File: src/rtl/stable_priority_queue_unit_macros.svh
// Assertion macros for the stable priority queue unit.
// Used by the top level; depends on nothing else.
`ifndef STABLE_PRIORITY_QUEUE_UNIT_MACROS_SVH
`define STABLE_PRIORITY_QUEUE_UNIT_MACROS_SVH

// Same-cycle implication, disabled during reset.
`define SPQ_ASSERT_NOW(label, clk, rst, ante, cons, msg) \
   label: assert property (@(posedge clk) disable iff (rst) (ante) |-> (cons)) \
      else $error(msg);

// Next-cycle implication, disabled during reset.
`define SPQ_ASSERT_NEXT(label, clk, rst, ante, cons, msg) \
   label: assert property (@(posedge clk) disable iff (rst) (ante) |=> (cons)) \
      else $error(msg);

`endif

File: src/rtl/spq_pkg.sv
// Shared types and codes for the stable priority queue unit.
// Used by spq_cell, stable_priority_queue_unit and the testbench; depends on nothing.
package spq_pkg;

   localparam int ID_W        = 8;
   localparam int PRIO_W      = 4;
   localparam int STATUS_W    = 2;
   localparam int COUNT_OUT_W = 5;

   // Request codes.
   localparam logic REQ_INSERT = 1'b0;
   localparam logic REQ_POP    = 1'b1;

   // Status codes.
   localparam logic [STATUS_W-1:0] ST_OK       = 2'd0;
   localparam logic [STATUS_W-1:0] ST_FULL     = 2'd1;
   localparam logic [STATUS_W-1:0] ST_EMPTY    = 2'd2;
   localparam logic [STATUS_W-1:0] ST_MISMATCH = 2'd3;

   // One queue entry.
   typedef struct packed {
      logic [ID_W-1:0]   id;
      logic [PRIO_W-1:0] prio;
   } spq_slot_type;

   // Commands broadcast to every cell.
   typedef struct packed {
      logic ins;
      logic pop;
   } spq_ctl_type;

endpackage

File: src/rtl/spq_cell.sv
// One slot of the sorted queue chain: holds an entry and shifts with its neighbors.
// Depends on spq_pkg.
module spq_cell (
   input  logic                 clock,
   input  spq_pkg::spq_ctl_type ctl,
   input  spq_pkg::spq_slot_type new_slot,
   input  spq_pkg::spq_slot_type left_slot,
   input  logic                 left_ahead,
   input  spq_pkg::spq_slot_type right_slot,
   input  logic                 slot_valid,
   output spq_pkg::spq_slot_type slot,
   output logic                 ahead
);

   spq_pkg::spq_slot_type slot_ff;
   spq_pkg::spq_slot_type slot_in;

   // The new word belongs at or ahead of this slot when the slot is empty
   // or holds a strictly greater priority value.
   assign ahead = !slot_valid || (new_slot.prio < slot_ff.prio);

   // Insert shifts the tail right, pop shifts everything left.
   always_comb begin
      slot_in = slot_ff;
      if (ctl.ins && ahead) begin
         if (left_ahead) begin
            slot_in = left_slot;
         end else begin
            slot_in = new_slot;
         end
      end else if (ctl.pop) begin
         slot_in = right_slot;
      end
   end

   always_ff @(posedge clock) begin
      slot_ff <= slot_in;
   end

   assign slot = slot_ff;

endmodule

File: src/rtl/stable_priority_queue_unit.sv
// Top level of the stable priority queue unit: a chain of spq_cell slots and a count.
// Depends on spq_pkg, spq_cell and stable_priority_queue_unit_macros.svh.
//
// Channel   Direction  Handshake       Words
// request   in         start / busy    req_type, req_entry_id, req_priority_req
// response  out        rsp_valid       rsp_status, rsp_head_valid, rsp_head_id, rsp_entry_count
//
// A request is taken at any edge where start is high; busy stays low.
// Its response word appears on the next cycle, marked by rsp_valid for one cycle.
// Every slot compares with the new word in parallel, so one request per cycle.
// Reset clears the count and the strobe; slot contents are not cleared.
// The receiver cannot stall, so no response is ever held back.
`include "stable_priority_queue_unit_macros.svh"

module stable_priority_queue_unit #(
   parameter int DEPTH       = 16,
   parameter int PRIO_LEVELS = 16
) (
   input  logic                             clock,
   input  logic                             reset,
   input  logic                             start,
   output logic                             busy,
   input  logic                             req_type,
   input  logic [spq_pkg::ID_W-1:0]         req_entry_id,
   input  logic [spq_pkg::PRIO_W-1:0]       req_priority_req,
   output logic                             rsp_valid,
   output logic [spq_pkg::STATUS_W-1:0]     rsp_status,
   output logic                             rsp_head_valid,
   output logic [spq_pkg::ID_W-1:0]         rsp_head_id,
   output logic [spq_pkg::COUNT_OUT_W-1:0]  rsp_entry_count
);

   localparam int CW = $clog2(DEPTH + 1);

   logic [CW-1:0]                count_ff;
   logic [CW-1:0]                count_in;
   logic                         rsp_valid_ff;
   logic [spq_pkg::STATUS_W-1:0] status_ff;
   logic [spq_pkg::STATUS_W-1:0] status_in;

   logic                         accept;
   logic                         is_full;
   logic                         is_empty;
   logic [spq_pkg::PRIO_W-1:0]   prio_sat;
   spq_pkg::spq_ctl_type         ctl;
   spq_pkg::spq_slot_type        new_slot;
   spq_pkg::spq_slot_type        slot_q   [DEPTH];
   logic                         ahead_q  [DEPTH];

   assign busy   = 1'b0;
   assign accept = start && !busy;

   assign is_full  = (count_ff == CW'(DEPTH));
   assign is_empty = (count_ff == '0);

   // Saturate the priority to the top level before it is stored.
   assign prio_sat = ({5'd0, req_priority_req} > 9'(PRIO_LEVELS - 1))
                     ? spq_pkg::PRIO_W'(PRIO_LEVELS - 1) : req_priority_req;

   assign new_slot.id   = req_entry_id;
   assign new_slot.prio = prio_sat;

   // Decode the request into chain commands and a status word.
   always_comb begin
      ctl       = '0;
      status_in = spq_pkg::ST_OK;
      count_in  = count_ff;
      if (accept) begin
         if (req_type == spq_pkg::REQ_INSERT) begin
            if (is_full) begin
               status_in = spq_pkg::ST_FULL;
            end else begin
               ctl.ins  = 1'b1;
               count_in = count_ff + 1'b1;
            end
         end else begin
            if (is_empty) begin
               status_in = spq_pkg::ST_EMPTY;
            end else if (slot_q[0].id != req_entry_id) begin
               status_in = spq_pkg::ST_MISMATCH;
            end else begin
               ctl.pop  = 1'b1;
               count_in = count_ff - 1'b1;
            end
         end
      end
   end

   // The chain of slots, head at index 0.
   for (genvar i = 0; i < DEPTH; i++) begin : g_cell
      spq_pkg::spq_slot_type left_slot;
      spq_pkg::spq_slot_type right_slot;
      logic                  left_ahead;
      logic                  slot_valid;

      assign slot_valid = (CW'(i) < count_ff);

      if (i == 0) begin : g_head
         assign left_slot  = new_slot;
         assign left_ahead = 1'b0;
      end else begin : g_body
         assign left_slot  = slot_q[i-1];
         assign left_ahead = ahead_q[i-1];
      end

      if (i == DEPTH - 1) begin : g_tail
         assign right_slot = '0;
      end else begin : g_inner
         assign right_slot = slot_q[i+1];
      end

      spq_cell u_cell (
         .clock       (clock),
         .ctl         (ctl),
         .new_slot    (new_slot),
         .left_slot   (left_slot),
         .left_ahead  (left_ahead),
         .right_slot  (right_slot),
         .slot_valid  (slot_valid),
         .slot        (slot_q[i]),
         .ahead       (ahead_q[i])
      );
   end

   // Count and response strobe.
   always_ff @(posedge clock) begin
      if (reset) begin
         count_ff     <= '0;
         rsp_valid_ff <= 1'b0;
      end else begin
         count_ff     <= count_in;
         rsp_valid_ff <= accept;
      end
   end

   always_ff @(posedge clock) begin
      status_ff <= status_in;
   end

   // The response shows the queue as it stands after the request.
   assign rsp_valid       = rsp_valid_ff;
   assign rsp_status      = status_ff;
   assign rsp_head_valid  = !is_empty;
   assign rsp_head_id     = is_empty ? '0 : slot_q[0].id;
   assign rsp_entry_count = spq_pkg::COUNT_OUT_W'(count_ff);

   // Checks on count, strobe, status and ordering.
   `SPQ_ASSERT_NOW(a_count_bound, clock, reset, 1'b1, count_ff <= CW'(DEPTH), "count above depth")
   `SPQ_ASSERT_NEXT(a_rsp_follows, clock, reset, accept, rsp_valid, "response strobe missing")
   `SPQ_ASSERT_NEXT(a_insert_grows, clock, reset, ctl.ins, count_ff == CW'($past(count_ff) + 1'b1) && rsp_status == spq_pkg::ST_OK, "insert did not grow count")
   `SPQ_ASSERT_NOW(a_full_status, clock, reset, rsp_valid && rsp_status == spq_pkg::ST_FULL, is_full, "full status without full queue")
   `SPQ_ASSERT_NOW(a_head_order, clock, reset, count_ff >= CW'(2), slot_q[0].prio <= slot_q[1].prio, "head out of order")

endmodule

File: config.mk
export PLATFORM = sky130hd
export DESIGN_NAME = stable_priority_queue_unit
export DESIGN_NICKNAME = d
export VERILOG_FILES = /design/src/rtl/spq_pkg.sv /design/src/rtl/spq_cell.sv /design/src/rtl/stable_priority_queue_unit.sv
export VERILOG_INCLUDE_DIRS = /design/src /design/src/rtl
export SDC_FILE = /design/constraint.sdc
export NUM_CORES = 1
export LEC_CHECK = 0
export BUFFER_PORTS_ARGS = -buffer_cell sky130_fd_sc_hd__clkbuf_2
export CORE_MARGIN = 2
export CORE_UTILIZATION = 35
export DETAILED_ROUTE_END_ITERATION = 10
export GPL_ROUTABILITY_DRIVEN = 0
export PLACE_DENSITY = 0.48
export SYNTH_ARGS = -nofsm -noshare
export SYNTH_HDL_FRONTEND = slang
export SYNTH_SLANG_ARGS = --single-unit
File: constraint.sdc
create_clock -name clock -period 3.9 [get_ports clock]
set_input_delay 0.78 -clock clock [delete_from_list [all_inputs] [get_ports clock]]
set_output_delay 0.78 -clock clock [all_outputs]
set_load 0.03 [all_outputs]
==> impl_metrics.toml, run 1 <==
[worst_hold_path]
hold_class = "reg2reg"
hp-start = "g_cell[15].u_cell.slot[8]"
hold_depth = 1
hold_end = "g_cell[14].u_cell.slot[8]"

[logic_synthesis]
syn_inst = 1258
async_flop_share_pct = 0
ys.warnings.count = 0
syn-cell-area_um2 = 13300
ys.flop_type = "edfxtp_1"
avgSynthCellArea_um2 = 10.5
ys_seq_elements = 200
synth_edf_count = 192
synth_cell_types = 61
synth_fp_nets = 1326
ys_seq_area_share_pct = 44.7

[sta]
fmaxAchievable_ghz = 0.325
slew_headroom_pct = 32.4
period_share_pct = 78.9
slew_viol_final = 0
fin_setup_tns_ns = 0
hold_viol = 0
fin_crit_ns = 3.08
tightest_slew_ns = 1.01
grt_setup_unrepaired = "false"
setup_viol = 0
clock_skew_ns = 0.0118

[die]
die_y_um = 199
rows = 71
initial_core_util_pct = 35.4
coreArea_um2 = 37500
die_x_um = 199
dieArea_um2 = 39500
ioPinCount = 34

[placed_design]
dp_hpwl_um = 27900
io_buffers = 32
dp.cells = 1753
placed_area_um2 = 14100

[power]
peakVddDrop_mv = 0.306
power_mw = 5.36
p_leak_nw = 5.53
p_per_area_nw_per_um2 = 366

[drt]
vias_per_cell = 5.50
wl_um = 38400
ant_nets = 0
dr.pass1.iters = 5
num_vias = 9822
drc = 0
drtIter0Drc = 833
wl_per_cell_um = 21.5

[critical_path]
worstSetupEndpointType = "primary output"
rr_worst_depth = 8
r2r_setup_slack_ns = 1.08
required_ns = 3.12
critPathLaunchType = "register"
cp_max_fo = 17
r2r_end = "g_cell[1].u_cell.slot[5]"
r2r_start = "rsp_entry_count[0]"
crit_arrival_ns = 2.30
critPathKind = "reg2out"

[run_status]
status = "finished, final reports clean"

[clock_tree]
cts_resized = 0
insertion_delay_ns = 0.46
cts.reportedPaths.clkPinSlew_ns = 0.08
cts-buffers-inserted = 17
htreeDepth = 4
clock_path_buffers = 2
cts_setup_buffers = 0
root_buffer = "clkbuf_16"
hold_buffers = 0
cts_sinks = 200
cts_tree = "done"

[grt]
grt_pass1_wl_um = 59500
first_global_vias = 9627
grt_max_degree = 41
grt_usage_pct = 20.1
antenna_found_initial = 0
overflow = 0

[flow_run]
max_cap_viol_count = 0

[layout]
diodes = 0
fin_area_um2 = 14700
drive_gt1_share_pct = 20.6
instances_no_fill = 1785
synthToLayoutAreaGrowth_pct = 10.5
nNetsFinal = 1329
[stage by stage]
stage	util (%)	hold slack [ns]	setup slack, ns
floorplan	-	0.525	0.737
global placement	37.6	0.536	0.461
detailed placement	37.6	0.536	0.432
CTS	39.1	0.556	0.742
global route	39.1	0.578	0.628
finish	39.1	0.555	0.823
[area by class of cell]
class | count | area [µm²]
Clock buffer | 17 | 425
Fill cell | 3772 | 22800
Tap cell | 511 | 639
Clock inverter | 15 | 154
Timing Repair Buffer | 102 | 698
Inverter | 78 | 293
Sequential cell | 200 | 5930
Multi-Input combinational cell | 862 | 6520
[Yosys cell counts, drive strengths merged, types with 29 or more instances]
master	instances	area share [%]
ha	52	4.9
nand3	83	3.2
nand2b	32	1.5
mux2i	57	4.3
nor2	76	2.2
and3	29	1.4
mux2	134	12
a31oi	59	3.0
buf	40	1.8
clkbuf	78	2.2
edfxtp	192	43
inv	78	2.2
o21ai	102	3.9
[registers in the layout (all words and copies together) (netlist names)]
| register | count |
|---|---|
| g_cell.u_cell.slot | 192 |
| rsp_entry_count | 5 |
| rsp_status | 2 |
| rsp_valid | 1 |
[worst max-delay path, stage by stage, from the launching register on]
cell      delay (ns)
dfxtp_1         0.46
buf_4           0.24
nor2_1          0.15
nand3b_1        0.45
and2_1          0.36
clkbuf_2        0.18
[report_power, final]
group	switching (mW)	internal, mW	total, mW
combinational	0.574	0.356	0.929
clock	0.902	0.911	1.81
sequential	0.0966	2.52	2.62
total	1.57	3.79	5.36
[layout by cell type (no fill, tap or decap), types with 4 or more instances in the layout]
| master | instances |
|---|---|
| edfxtp_1 | 192 |
| o21ai_0 | 98 |
| mux2_2 | 91 |
| nand3_1 | 82 |
| inv_1 | 78 |
| nor2_1 | 76 |
| buf_4 | 69 |
| mux2i_1 | 57 |
| a31oi_1 | 54 |
| ha_1 | 52 |
| mux2_1 | 37 |
| nand2b_1 | 32 |
| clkbuf_2 | 32 |
| and3_1 | 29 |
| nand2_1 | 27 |
| o31a_1 | 24 |
| a21oi_1 | 20 |
| a21boi_0 | 18 |
| clkbuf_16 | 17 |
| a21o_1 | 16 |
| or3_1 | 13 |
| o21bai_1 | 12 |
| a221oi_1 | 12 |
| nor2b_1 | 8 |
| and2_1 | 8 |
| xnor2_1 | 8 |
| dfxtp_1 | 8 |
| o311ai_0 | 7 |
| a211oi_1 | 7 |
| mux2_4 | 6 |
| inv_6 | 6 |
| a31oi_2 | 5 |
| a211o_1 | 4 |
| or2_2 | 4 |
| a211oi_2 | 4 |
| o211ai_1 | 4 |
| o31ai_2 | 4 |
| inv_8 | 4 |
[metal layers]
layer	wire length, µm	vias to the layer above	track usage, %
met4	903	0	6.72
met5	0	-	0
met3	1480	29	2.29
li1	-	4698	-
met1	19500	4848	29.8
met2	16500	247	30.2
[how the worst max path moves through the flow]
stage / to / startpoint / depth (start not counted)
detailed placement: g_cell[9].u_cell.slot[8] / req_priority_req[1] / 7
floorplan: g_cell[13].u_cell.slot[0] / req_priority_req[1] / 6
finish: rsp_head_id[5] / rsp_entry_count[3] / 5
CTS: rsp_head_id[5] / rsp_entry_count[3] / 5
global route: rsp_head_id[4] / rsp_entry_count[3] / 5
global placement: g_cell[9].u_cell.slot[3] / req_priority_req[1] / 7
[logic make-up (layout without fill, tap and decap cells)]
logic type                 Yosys count  after routing  synth area share (%)
AOI/OAI and AO/OA                  316            316                  16.6
xor gates and xnor gates             8              8                 0.528
adders and majority gates           52             52                  4.91
buffers and inverters              196            212                  6.17
DFF                                200            200                  44.7
muxes                              191            191                  15.9
other                                1              1                0.0283
and+or+nand+nor                    294            294                  11.3
Power figures use the tool's default switching activity.
==> inputs of run 2 (changes only) <==
clock period = 2.91 ns   (was 3.9 ns; I/O delays follow)
==> run 2 against run 1 <==
Worst hold slack worse by 0.12 ns. Critical path type unchanged. Combinational power increased by 42%. Sequential power grew 34%.
==> impl_metrics.toml, run 2 (synthesis gave the netlist of run 1 again) <==
[sta]
clock_skew_ns = 0.0113
tightest_slew_ns = 0.938
slew_viol_final = 0
fin_crit_ns = 2.70
hold_viol = 0
setup_viol = 0
slew_headroom_pct = 37.3
period_share_pct = 92.7
fmaxAchievable_ghz = 0.371
grt_setup_unrepaired = "false"

[clock_tree]
htreeDepth = 4
insertion_delay_ns = 0.46
cts_setup_buffers = 0
hold_buffers = 0
cts.reportedPaths.clkPinSlew_ns = 0.08
cts-buffers-inserted = 17
cts_tree = "done"
cts_resized = 0
clock_path_buffers = 2
root_buffer = "clkbuf_16"
cts_sinks = 200

[grt]
use_met1_pct = 30.8
antenna_found_initial = 0
grt_use_met2_pct = 29.6
gr-usage-met3_pct = 2.22
grt_max_degree = 65
first_global_vias = 9527
grt_pass1_wl_um = 59300
top_usage_layer = "met1"
overflow = 0
grt_usage_pct = 20.1

[drt]
drc = 0
wl_per_cell_um = 21.1
dr.pass1.iters = 5
ant_nets = 0
drtIter0Drc = 682
vias_per_cell = 5.39
num_vias = 9793
wl_um = 38300

[placed_design]
placed_area_um2 = 14500
io_buffers = 32
dp_hpwl_um = 28100

[power]
power_mw = 7.26
pwr-share-clk_pct = 33.6
p_seq_share_pct = 48.3
p_int_mw = 5.08
p_leak_nw = 5.76
p_sw_share_pct = 30.0
peakVddDrop_mv = 0.431
power_frac_comb_pct = 18.1
switching_power_mw = 2.17
p_per_area_nw_per_um2 = 481

[die]
initial_core_util_pct = 35.4
die_y_um = 199
rows = 71
dieArea_um2 = 39500
ioPinCount = 34
coreArea_um2 = 37500
die_x_um = 199

[critical_path]
required_ns = 2.33
worstSetupEndpointType = "primary output"
cp_max_fo = 16
critPathKind = "reg2out"
critPathLaunchType = "register"
crit_arrival_ns = 2.12

[layout]
fin_area_um2 = 15100
synthToLayoutAreaGrowth_pct = 13.9
diodes = 0
final_cell_mix = "edfxtp_1 (192), o21ai_0 (98), mux2_2 (91), buf_4 (87), nand3_1 (82)"
largest_reg_flops = 192
drive_gt1_share_pct = 22.6
final_common_cell = "edfxtp_1"
nNetsFinal = 1362

[flow_run]
max_cap_viol_count = 0

[worst_hold_path]
hold_class = "in2reg"

[run_status]
status = "finished, final reports clean"
[run 2: final timing paths]
check,cells past startpoint,slack (ns),endpoint,start
hold / removal,3,0.44,rsp_status[0],start
setup / recovery,6,0.21,rsp_head_id[7],rsp_entry_count[2]
setup reg to reg,5,0.44,g_cell[11].u_cell.slot[8],rsp_entry_count[2]
hold reg to reg,1,0.55,g_cell[14].u_cell.slot[10],g_cell[15].u_cell.slot[10]
[run 2: area by class of cell]
class                   instances  area (µm²)
inverters                      78         293
multi-input cells             862        6520
clock buffers                  17         425
well taps                     511         639
clock inverters                15         165
repair buffers                135        1130
flip-flops and latches        200        5930
fillers                      3741       22400
[run 2: per-layer routing]
layer,vias up,wire (µm)
li1,4777,-
met1,4751,19600
met2,232,16500
met3,33,1480
met4,0,654
met5,-,0
[run 2: critical path, stage by stage (launching register included)]
cell and delay (ns):
dfxtp_1 0.68, buf_4 0.23, nor2_1 0.07, nand3b_1 0.10
buf_4 0.22, and2_1 0.16, clkbuf_2 0.20
[run 2: through the flow]
stage	setup WS (ns)	instances	TNS (ns)	util, %	hold WS, ns
2_1_floorplan	-0.227	1258	-5.46	-	0.525
3_3_place_gp	0.155	1786	0	38.7	0.529
3_5_place_dp	0.0842	1786	0	38.7	0.535
4_1_cts	0.173	1818	0	40.3	0.419
5_1_grt	0.0518	1818	0	40.3	0.445
6_report	0.212	1818	0	40.3	0.437
[run 2: power by group through the flow]
stage,Clock [mW],Combinational (mW),Sequential [mW]
global route,2.60,1.46,3.52
finish,2.44,1.32,3.51
global placement,0,1.29,3.57
CTS,2.49,1.32,3.51
floorplan,0,0.887,3.50
detailed placement,0,1.31,3.57
